[config.mk]
export PLATFORM = sky130hd
export DESIGN_NAME = period_command_line_parser_top
export DESIGN_NICKNAME = d
export VERILOG_FILES = /design/src/hw/rtl/pclp_pkg.sv /design/src/hw/rtl/period_command_line_parser_top.sv
export VERILOG_INCLUDE_DIRS = /design/src /design/src/hw/rtl
export SDC_FILE = /design/constraint.sdc
export NUM_CORES = 1
export LEC_CHECK = 0
export ABC_AREA = 1
export BUFFER_PORTS_ARGS = -buffer_cell sky130_fd_sc_hd__buf_4
export CORE_MARGIN = 2
export CORE_UTILIZATION = 35
export DETAILED_ROUTE_END_ITERATION = 8
export GPL_TIMING_DRIVEN = 0
export PLACE_DENSITY = 0.58
export SLEW_MARGIN = 0
export SYNTH_ARGS = -nofsm -noshare
export SYNTH_HDL_FRONTEND = slang
export SYNTH_SLANG_ARGS = --single-unit
export TNS_END_PERCENT = 1
[constraint.sdc]
create_clock -name clk -period 3.9 [get_ports clk]
set_input_delay 0.39 -clock clk [delete_from_list [all_inputs] [get_ports clk]]
set_output_delay 0.39 -clock clk [all_outputs]
set_load 0.05 [all_outputs]
[src/hw/rtl/period_command_line_parser_top_assert.svh]
// ----------------------------------------------------------------------------
// assertion macros for the period command line parser
// clocked on clk, switched off while rst_n is low
// ----------------------------------------------------------------------------
`ifndef PERIOD_COMMAND_LINE_PARSER_TOP_ASSERT_SVH
`define PERIOD_COMMAND_LINE_PARSER_TOP_ASSERT_SVH

// condition holds at every edge out of reset
`define PCLP_ASSERT_ALWAYS(lbl, cond, msg) \
  lbl: assert property (@(posedge clk) disable iff (!rst_n) (cond)) \
    else $error(msg);

// antecedent at one edge implies consequent at the next edge
`define PCLP_ASSERT_NEXT(lbl, ante, cons, msg) \
  lbl: assert property (@(posedge clk) disable iff (!rst_n) (ante) |=> (cons)) \
    else $error(msg);

`endif

[src/hw/rtl/pclp_pkg.sv]
// ----------------------------------------------------------------------------
// pclp_pkg
// types, character codes and reset values of the period command line parser
// ----------------------------------------------------------------------------
package pclp_pkg;

  localparam int BYTE_W    = 8;
  localparam int PERIOD_W  = 16;
  localparam int ACCUM_W   = 17;
  localparam int CFG_IDX_W = 2;

  localparam logic [CFG_IDX_W-1:0] CFG_MIN_PERIOD = 2'd0;
  localparam logic [CFG_IDX_W-1:0] CFG_MAX_PERIOD = 2'd1;

  localparam logic [PERIOD_W-1:0] RST_MIN_PERIOD = 16'd100;
  localparam logic [PERIOD_W-1:0] RST_MAX_PERIOD = 16'd5000;
  localparam logic [PERIOD_W-1:0] RST_PERIOD     = 16'd500;

  localparam logic [BYTE_W-1:0] CH_NUL   = 8'h00;
  localparam logic [BYTE_W-1:0] CH_TAB   = 8'h09;
  localparam logic [BYTE_W-1:0] CH_LF    = 8'h0A;
  localparam logic [BYTE_W-1:0] CH_VT    = 8'h0B;
  localparam logic [BYTE_W-1:0] CH_FF    = 8'h0C;
  localparam logic [BYTE_W-1:0] CH_CR    = 8'h0D;
  localparam logic [BYTE_W-1:0] CH_SPACE = 8'h20;
  localparam logic [BYTE_W-1:0] CH_PLUS  = 8'h2B;
  localparam logic [BYTE_W-1:0] CH_MINUS = 8'h2D;
  localparam logic [BYTE_W-1:0] CH_ZERO  = 8'h30;
  localparam logic [BYTE_W-1:0] CH_NINE  = 8'h39;
  localparam logic [BYTE_W-1:0] CH_P     = 8'h70;

  typedef enum logic [2:0] {
    PH_LEAD,
    PH_AFTER_P,
    PH_NUM_WS,
    PH_SIGN,
    PH_DIGITS,
    PH_TRAIL,
    PH_BAD
  } phase_t;

  typedef enum logic [1:0] {
    ST_OK,
    ST_BAD,
    ST_LONG
  } status_t;

  typedef struct packed {
    status_t               status;
    logic [PERIOD_W-1:0]   period;
  } result_t;

  function automatic logic is_blank(input logic [BYTE_W-1:0] c);
    is_blank = (c == CH_SPACE) || (c == CH_TAB) || (c == CH_VT) || (c == CH_FF);
  endfunction

  function automatic logic is_digit(input logic [BYTE_W-1:0] c);
    is_digit = (c >= CH_ZERO) && (c <= CH_NINE);
  endfunction

endpackage

[src/hw/rtl/period_command_line_parser_top.sv]
// ----------------------------------------------------------------------------
// period_command_line_parser_top
// Parses "p <value>" command lines from a byte stream and keeps the period
// ----------------------------------------------------------------------------
// Usage:
//   in_*   : one received byte per word, in_tdata[7:0]. CR or LF ends a line.
//   out_*  : one word per non-empty line or per over-long line; out_tuser
//            carries the status (ok, bad command, line too long), out_tdata
//            the stored period after that line.
//   cfg_*  : register writes, index 0 min period, index 1 max period; always
//            ready, to be used while no line result is pending.
// Throughput: one byte per clock cycle while the skid word is empty, set by the
//   single parse step that sits between the input register and the result registers.
// Path: an accepted byte is held in the input register; the parse step acts on
//   it there and registers any line result in the output register, or in the skid.
// Stall: a two-word result buffer (output register plus skid) keeps input
//   flowing while out_tready is low; in_tready drops once both are full and a byte waits.
// Reset (rst_n low, synchronous): parser back to line start, period 500,
//   range 100 to 5000, input and result buffers empty.
// ----------------------------------------------------------------------------
`include "period_command_line_parser_top_assert.svh"

module period_command_line_parser_top #(
  parameter int LINE_BUFFER_BYTES = 64
) (
  input  logic                           clk,
  input  logic                           rst_n,
  // configuration
  input  logic                           cfg_valid,
  output logic                           cfg_ready,
  input  logic [pclp_pkg::CFG_IDX_W-1:0] cfg_index,
  input  logic [pclp_pkg::PERIOD_W-1:0]  cfg_data,
  // received bytes
  input  logic                           in_tvalid,
  output logic                           in_tready,
  input  logic [7:0]                     in_tdata,   // [7:0] rx_byte
  // line results
  output logic                           out_tvalid,
  input  logic                           out_tready,
  output logic [15:0]                    out_tdata,  // [15:0] period_value
  output logic [1:0]                     out_tuser   // [1:0] status
);
  import pclp_pkg::*;

  localparam int LEN_W = $clog2(LINE_BUFFER_BYTES);
  localparam logic [LEN_W-1:0] LEN_MAX = LEN_W'(LINE_BUFFER_BYTES - 1);
  localparam int MUL_W = ACCUM_W + 4;

  // configuration registers
  logic [PERIOD_W-1:0] min_period_r, max_period_r;

  // input register
  logic              in_valid_r, in_valid_nxt;
  logic [BYTE_W-1:0] in_byte_r;

  // parser state
  phase_t             phase_r, phase_nxt;
  logic [ACCUM_W-1:0] accum_r, accum_nxt;
  logic               neg_r, neg_nxt;
  logic [LEN_W-1:0]   len_r, len_nxt;
  logic               ended_r, ended_nxt;
  logic [PERIOD_W-1:0] period_r, period_nxt;

  // result buffer
  logic    o_valid_r, skid_valid_r;
  result_t o_data_r, skid_data_r;

  logic               proc_en;
  logic               res_valid;
  result_t            res;
  logic [3:0]         digit;
  logic [MUL_W-1:0]   acc_mul;
  logic [ACCUM_W-1:0] acc_sat;
  logic               is_eol;
  logic [ACCUM_W-1:0] fin_value;
  logic               fin_ok;
  logic               drain;

  assign cfg_ready = 1'b1;

  assign proc_en   = in_valid_r && !skid_valid_r;
  assign in_tready = !in_valid_r || proc_en;

  assign digit   = in_byte_r[3:0];
  assign acc_mul = MUL_W'({accum_r, 3'b000}) + MUL_W'({accum_r, 1'b0}) + MUL_W'(digit);
  // saturate once the product leaves the accumulator range
  assign acc_sat = (|acc_mul[MUL_W-1:ACCUM_W]) ? {ACCUM_W{1'b1}} : acc_mul[ACCUM_W-1:0];
  assign is_eol  = (in_byte_r == CH_CR) || (in_byte_r == CH_LF);

  // "p" with only whitespace after it reads as zero
  assign fin_value = (phase_r == PH_NUM_WS) ? '0 : accum_r;
  assign fin_ok    = ((phase_r == PH_NUM_WS) || (phase_r == PH_DIGITS) ||
                      (phase_r == PH_TRAIL))
                   && (!neg_r || (fin_value == '0))
                   && (fin_value >= ACCUM_W'(min_period_r))
                   && (fin_value <= ACCUM_W'(max_period_r));

  always_ff @(posedge clk) begin
    if (!rst_n) begin
      min_period_r <= RST_MIN_PERIOD;
      max_period_r <= RST_MAX_PERIOD;
    end else if (cfg_valid && cfg_ready) begin
      case (cfg_index)
        CFG_MIN_PERIOD: min_period_r <= cfg_data;
        CFG_MAX_PERIOD: max_period_r <= cfg_data;
        default: ;
      endcase
    end
  end

  always_comb begin
    in_valid_nxt = in_valid_r;
    if (in_tvalid && in_tready) begin
      in_valid_nxt = 1'b1;
    end else if (proc_en) begin
      in_valid_nxt = 1'b0;
    end
  end

  always_ff @(posedge clk) begin
    if (!rst_n) begin
      in_valid_r <= 1'b0;
    end else begin
      in_valid_r <= in_valid_nxt;
    end
  end

  always_ff @(posedge clk) begin
    if (in_tvalid && in_tready) begin
      in_byte_r <= in_tdata;
    end
  end

  // parse step
  always_comb begin
    phase_nxt  = phase_r;
    accum_nxt  = accum_r;
    neg_nxt    = neg_r;
    len_nxt    = len_r;
    ended_nxt  = ended_r;
    period_nxt = period_r;
    res_valid  = 1'b0;
    res.status = ST_BAD;
    res.period = period_r;
    if (proc_en) begin
      if (is_eol) begin
        if (len_r != '0) begin
          res_valid = 1'b1;
          if (fin_ok) begin
            period_nxt = fin_value[PERIOD_W-1:0];
            res.status = ST_OK;
            res.period = fin_value[PERIOD_W-1:0];
          end
          phase_nxt = PH_LEAD;
          accum_nxt = '0;
          neg_nxt   = 1'b0;
          len_nxt   = '0;
          ended_nxt = 1'b0;
        end
      end else if (len_r < LEN_MAX) begin
        len_nxt = len_r + 1'b1;
        if (!ended_r) begin
          if (in_byte_r == CH_NUL) begin
            ended_nxt = 1'b1;
          end else begin
            case (phase_r)
              PH_LEAD: begin
                if (in_byte_r == CH_P) begin
                  phase_nxt = PH_AFTER_P;
                end else if (!is_blank(in_byte_r)) begin
                  phase_nxt = PH_BAD;
                end
              end
              PH_AFTER_P: begin
                phase_nxt = is_blank(in_byte_r) ? PH_NUM_WS : PH_BAD;
              end
              PH_NUM_WS: begin
                if ((in_byte_r == CH_PLUS) || (in_byte_r == CH_MINUS)) begin
                  neg_nxt   = (in_byte_r == CH_MINUS);
                  phase_nxt = PH_SIGN;
                end else if (is_digit(in_byte_r)) begin
                  accum_nxt = ACCUM_W'(digit);
                  phase_nxt = PH_DIGITS;
                end else if (!is_blank(in_byte_r)) begin
                  phase_nxt = PH_BAD;
                end
              end
              PH_SIGN: begin
                if (is_digit(in_byte_r)) begin
                  accum_nxt = ACCUM_W'(digit);
                  phase_nxt = PH_DIGITS;
                end else begin
                  phase_nxt = PH_BAD;
                end
              end
              PH_DIGITS: begin
                if (is_digit(in_byte_r)) begin
                  accum_nxt = acc_sat;
                end else if (is_blank(in_byte_r)) begin
                  phase_nxt = PH_TRAIL;
                end else begin
                  phase_nxt = PH_BAD;
                end
              end
              PH_TRAIL: begin
                if (!is_blank(in_byte_r)) begin
                  phase_nxt = PH_BAD;
                end
              end
              default: phase_nxt = PH_BAD;
            endcase
          end
        end
      end else begin
        // over-long line: drop the byte and start afresh
        res_valid  = 1'b1;
        res.status = ST_LONG;
        phase_nxt  = PH_LEAD;
        accum_nxt  = '0;
        neg_nxt    = 1'b0;
        len_nxt    = '0;
        ended_nxt  = 1'b0;
      end
    end
  end

  always_ff @(posedge clk) begin
    if (!rst_n) begin
      phase_r  <= PH_LEAD;
      accum_r  <= '0;
      neg_r    <= 1'b0;
      len_r    <= '0;
      ended_r  <= 1'b0;
      period_r <= RST_PERIOD;
    end else begin
      phase_r  <= phase_nxt;
      accum_r  <= accum_nxt;
      neg_r    <= neg_nxt;
      len_r    <= len_nxt;
      ended_r  <= ended_nxt;
      period_r <= period_nxt;
    end
  end

  // result buffer, output register is the head, skid the second word
  assign drain = o_valid_r && out_tready;

  always_ff @(posedge clk) begin
    if (!rst_n) begin
      o_valid_r    <= 1'b0;
      skid_valid_r <= 1'b0;
    end else if (skid_valid_r) begin
      if (drain) begin
        skid_valid_r <= 1'b0;
      end
    end else if (!o_valid_r || drain) begin
      o_valid_r <= res_valid;
    end else if (res_valid) begin
      skid_valid_r <= 1'b1;
    end
  end

  always_ff @(posedge clk) begin
    if (skid_valid_r) begin
      if (drain) begin
        o_data_r <= skid_data_r;
      end
    end else if (!o_valid_r || drain) begin
      if (res_valid) begin
        o_data_r <= res;
      end
    end else if (res_valid) begin
      skid_data_r <= res;
    end
  end

  assign out_tvalid = o_valid_r;
  assign out_tdata  = o_data_r.period;
  assign out_tuser  = o_data_r.status;

  `PCLP_ASSERT_ALWAYS(a_skid_behind_head, !skid_valid_r || o_valid_r,
                      "skid word held with an empty output register")
  `PCLP_ASSERT_ALWAYS(a_len_in_range, len_r <= LEN_MAX,
                      "line length beyond the buffer size")
  `PCLP_ASSERT_NEXT(a_input_held, in_valid_r && !proc_en,
                    in_valid_r && $stable(in_byte_r),
                    "stalled input byte lost or changed")

endmodule

-- Word-level counts from Yosys, hierarchy flattened
Cells that the tools add are included.
- output and inout port bits: 21
- register bits: 123
- input bits: 31
- logic and storage cells: 150
- eq/ne operators: 25
- bitwise logic cells: 2
- $add $sub $neg: 3
- mux-type cells: 59
- $lt $le $gt $ge: 5
- reductions and logical operators: 40
- operator list (operator ; number):
    $mux W17 ; 12
    $mux W18 ; 5
    $pmux W17 S3 ; 1
    $eq A8 B4 Y1 const B ; 5
    $mux W3 ; 11
    $eq A8 B6 Y1 const B ; 3
    $add A20 B18 Y21 ; 1
    $add A21 B4 Y21 ; 1
    $mux W1 ; 21
    $mux W6 ; 3
    $pmux W3 S6 ; 1
    $ge A17 B16 Y1 ; 1
    $le A17 B16 Y1 ; 1
    $logic_not A17 Y1 ; 1
    $mux W16 ; 1
    $logic_or A1 B1 Y1 ; 10
    $ne A3 B3 Y1 const B ; 3
    $eq A8 B7 Y1 const B ; 1
    $ge A8 B6 Y1 const B ; 1
    $le A8 B6 Y1 const B ; 1
    $logic_not A8 Y1 ; 1
    $mux W2 ; 4
    $ne A4 B4 Y1 const B ; 2
    $reduce_and A2 Y1 ; 4
    23 further kinds ; 39

-- Depth between registers and ports, before layout
- word-level depth: 14
- depth in mapped cells: 22
- depth with buffers taken out: 21

-- Worst setup path before layout
No wires, ideal clock.
- path type: reg-to-reg
- start: register in_byte_r[3]
- end: register accum_r[10]
- setup time: 0.132 ns
- arrival: 2.828 ns
- required time: 3.768 ns
- setup slack: 0.940 ns
- buffers on the path: 1
- period minus slack after synthesis: 2.960 ns
- stages on the path, launching flop included: 17
- path through: edfxtp_1 -> inv_1 -> fa_1 -> inv_1 -> fa_1 -> nand2_1 -> nand2_1 -> o21ai_1 -> o21ai_1 -> nand2_1 -> nand2_1 -> xor2_1 -> nor2_1 -> nand2_1 -> nand2_1 -> buf_2 -> a21oi_1
- longest elaborated chain between the ends: 9
- elaborated cells on any way between the ends: 28
- classes of those cells: add/sub: 1; order compare: 2; eq/ne: 10; mux: 9; reduce/logical: 6
- ends and longest elaborated chain (what ; RTL line ; source):
    start, declared ; period_command_line_parser_top.sv:54 ; logic [BYTE_W-1:0] in_byte_r;
    start signal, assigned ; period_command_line_parser_top.sv:130 ; in_byte_r <= in_tdata;
    $add A21 B4 Y21 (tied with other cells) ; period_command_line_parser_top.sv:85 ; assign acc_mul = MUL_W'({accum_r, 3'b000}) + MUL_W'({accum_r, 1'b0}) + MUL_W'(digit);
    $reduce_or A4 Y1 or $logic_and A1 B1 Y1 (tied branches) ; period_command_line_parser_top.sv:87, pclp_pkg.sv:58 ;
    $mux W17, on equally long branches (2 in a row) ; - ;
    $pmux W17 S3 ; period_command_line_parser_top.sv:166 ; case (phase_r)
    $mux W17 ; period_command_line_parser_top.sv:163 ; if (in_byte_r == CH_NUL) begin
    $mux W17 ; period_command_line_parser_top.sv:162 ; if (!ended_r) begin
    $mux W17 ; period_command_line_parser_top.sv:160 ; end else if (len_r < LEN_MAX) begin
    $mux W17 ; period_command_line_parser_top.sv:146 ; if (is_eol) begin
    end signal, assigned ; period_command_line_parser_top.sv:237 ; accum_r <= accum_nxt;
    end, declared ; period_command_line_parser_top.sv:58 ; logic [ACCUM_W-1:0] accum_r, accum_nxt;
Parallel ways exist; a longest one is shown, timed or not. The select of a mux whose other input is x is not followed.
A chain may end at the register's enable or synchronous reset.

-- Worst setup path in the final report
- start: register in_byte_r[3]
- end: register accum_r[14]
The elaborated chain is that of the path after synthesis.

==> summary.txt <==
DIE WIDTH -> 148.2 um
Num CTS Buffers -> 17
Status -> finished, final reports clean
Most common cell after layout, fill and taps aside -> nand2_1
Vias per cell -> 4.743
Row count -> 52
Synth Register Bits -> 123
Die area -> 21970 um2
Clock skew -> 0.009630 ns
Final ANT Viol Nets -> 0
Max Fclk -> 0.2821 GHz
Global placer's final weighted congestion -> 0.8577
Die Height -> 148.2 um
CP startpoint -> in_byte_r[3]
Cells after synthesis -> 909
Via count -> 5986
Setup crit start kind -> flip-flop
Detailed Route WL -> 17.49 mm
Diodes inserted -> 0
H-tree Lvls -> 4
Buffers on Ports -> 50
Ys async rst share -> 0
Critical path peak fanout -> 10
Worst-path clk slew -> 0.06 ns
Most frequent cells in the layout -> nand2_1 (189), inv_1 (119), a21oi_1 (90)
Number of global-route vias before repair -> 5893
Critical path type -> reg2reg
Avg Cell Area, Syn -> 8.010 um2
Setup TNS -> 0 ns
Unique masters post-synth -> 51
Pwr Total -> 3.144 mW
Unrepaired setup endpoints after global routing -> false
Routed wire length per instance -> 13.86 um
Register area share after synthesis -> 0.3987
FILL cells -> 2077
Post-synthesis instance area -> 7281 um2
First-pass GRT wire length -> 29.08 mm
CTS tree -> done
IO Count -> 52
Core ar. -> 20300 um2
Worst Max-Slew Pin Slew -> 0.8850 ns
Cts repair resizes -> 0
CP required -> 4.17 ns
Yosys Warn Count -> 0
Final period util -> 0.9088
Initial DRT Pass Iterations -> 7
Remaining DRCs -> 0
Max_cap viols -> 0
Detailed placer's ending HPWL -> 13.68 mm
Worst-Skew Late Latency -> 0.42 ns
Worst hold path class -> in2reg
Top_reg_cell synth -> dfxtp_1
Slew margin rel. -> 0.4094
Syn-to-layout area delta -> 18.32%
Min-delay src -> in_tdata[1]
Syn Nets -> 1007
Final Hold Vio Count -> 0
Clk sinks -> 123
Initial antenna violation count -> 0
Largest net degree at the start of global routing -> 19
Nets@finish -> 1077
Final setup vio count -> 0
Data arrival, critical path -> 3.82 ns
Clk buf depth -> 2
Tot GR Track Use -> 0.1679
Post-synth EDFFs -> 44
Power Density -> 364.9 nW/um2
Root buf cell -> clkbuf_16
Layout cells sized above 1 -> 0.1401
Crit end category -> flip-flop
Count of pins over their slew limit -> 0
Pleak -> 4.084 nW
R2R Path Start -> in_byte_r[3]
Min Clock Period, post-route -> 3.545 ns
Hold_buf cts -> 0
Post-CTS Setup Bufs -> 0
Initial DRC count -> 336
Remaining global-route overflow -> 0
Peak supply drop -> 0.0002455 V
Initial core utilization -> 0.3587
## worst max-delay path: stages (launching register included)
cell,delay [ns]
edfxtp_1,0.43
inv_1,0.14
fa_1,0.55
inv_1,0.07
fa_1,0.46
nand2_1,0.08
nand2_1,0.05
o21ai_1,0.16
o21ai_1,0.18
nand2_1,0.09
nand2_1,0.07
xor2_1,0.15
nor2_1,0.43
nand2_1,0.11
nand2_1,0.12
buf_2,0.22
a21oi_1,0.09
## layout make-up
| class | count | area (um2) | area share |
|---|---|---|---|
| inverter | 124 | 466.7 | 0.05418 |
| clock buffer | 19 | 432.9 | 0.05025 |
| tap | 270 | 337.8 | 0.03922 |
| sequential | 123 | 2903 | 0.3370 |
| buffer | 26 | 176.4 | 0.02048 |
| multi-input combinational | 636 | 3740 | 0.4341 |
| clock inverter | 13 | 167.7 | 0.01946 |
| timing repair buffer | 51 | 390.4 | 0.04532 |
## synth_stat cells, types with 2 or more instances
library cell  instances  area (um2)
buf_6                 3       33.78
clkbuf_8              2       27.53
a21o_1                5       37.54
nand4_1              34       212.7
nand3b_1              2       15.01
o21ai_1               4       20.02
nor2_1               64       240.2
o211ai_1             10       75.07
nand2_1             189       709.4
a211oi_1              3       22.52
o21ai_0              40       200.2
inv_2                 3       11.26
buf_4                 3       22.52
fa_1                  2       40.04
o31ai_1               2       15.01
nor2_4                2       22.52
dfxtp_1              79        1582
xnor2_1               4       35.03
buf_2                 3       15.01
nor3_1                8       40.04
edfxtp_1             44        1321
nand2_4              10       112.6
or2_2                 4       25.02
a22oi_1              10       75.07
clkbuf_1             12       45.04
nor2_2                8       50.05
o21bai_1              2       15.01
ha_1                 65       813.3
nand2_2               9       56.30
nand3_1              45       225.2
xor2_1               10       87.58
inv_1               119       446.7
nand3_2               2       20.02
a21oi_1              90       450.4
## flip-flops by register name (all words and copies together), names as in the netlist
signal,cells
neg_r,1
ended_r,1
out_tuser,2
max_period_r,16
out_tvalid,1
len_r,6
accum_r,17
in_byte_r,8
period_r,16
in_valid_r,1
skid_data_r,18
phase_r,3
out_tdata,16
skid_valid_r,1
min_period_r,16
## final timing paths
kind	to	cells after the start	slack, ns
max reg2reg	accum_r[14]	16	0.36
min	in_byte_r[1]	1	0.15
max	accum_r[14]	16	0.36
min reg2reg	period_r[4]	2	0.45
## power by group
group          internal, mW  leakage (nW)  switching (mW)
Combinational        0.0668          2.75           0.111
Sequential             1.35          1.04          0.0134
Clock                  1.01         0.294           0.593
Total                  2.43          4.08           0.718
## routing by layer
layer,up-vias,track usage,wire (um)
met2,90,0.2759,8048
met1,2677,0.2235,8579
met3,19,0.03313,542
met5,-,0,0
li1,3200,-,-
met4,0,0.05190,316
## stage by stage
stage / utilization / area [um2] / setup WS [ns] / cells / hold slack (ns)
6_report: 0.4244 / 8615 / 0.3555 / 1262 / 0.1469
3_3_place_gp: 0.3938 / 7994 / 0.3751 / 1229 / 0.4343
3_5_place_dp: 0.3947 / 8011 / 0.3779 / 1230 / 0.4417
2_1_floorplan: - / 7281 / 0.9400 / 909 / 0.4243
5_1_grt: 0.4244 / 8615 / 0.03941 / 1262 / 0.1252
4_1_cts: 0.4242 / 8612 / 0.3383 / 1262 / 0.1280
## logic make-up (layout without fill, tap and decap cells)
kind of cell             after synthesis  count (layout)  share of synthesized area
adder cells (fa/ha/maj)               67              67                     0.1172
buffers and inverters                150             233                    0.08833
AND/OR/NAND/NOR                      383             383                     0.2464
XOR/XNOR                              14              14                    0.01684
flip-flops                           123             123                     0.3987
other                                  1               1                  0.0005151
AO/OA/AOI/OAI                        171             171                     0.1320
No activity file was read; power rests on OpenSTA's default activity.
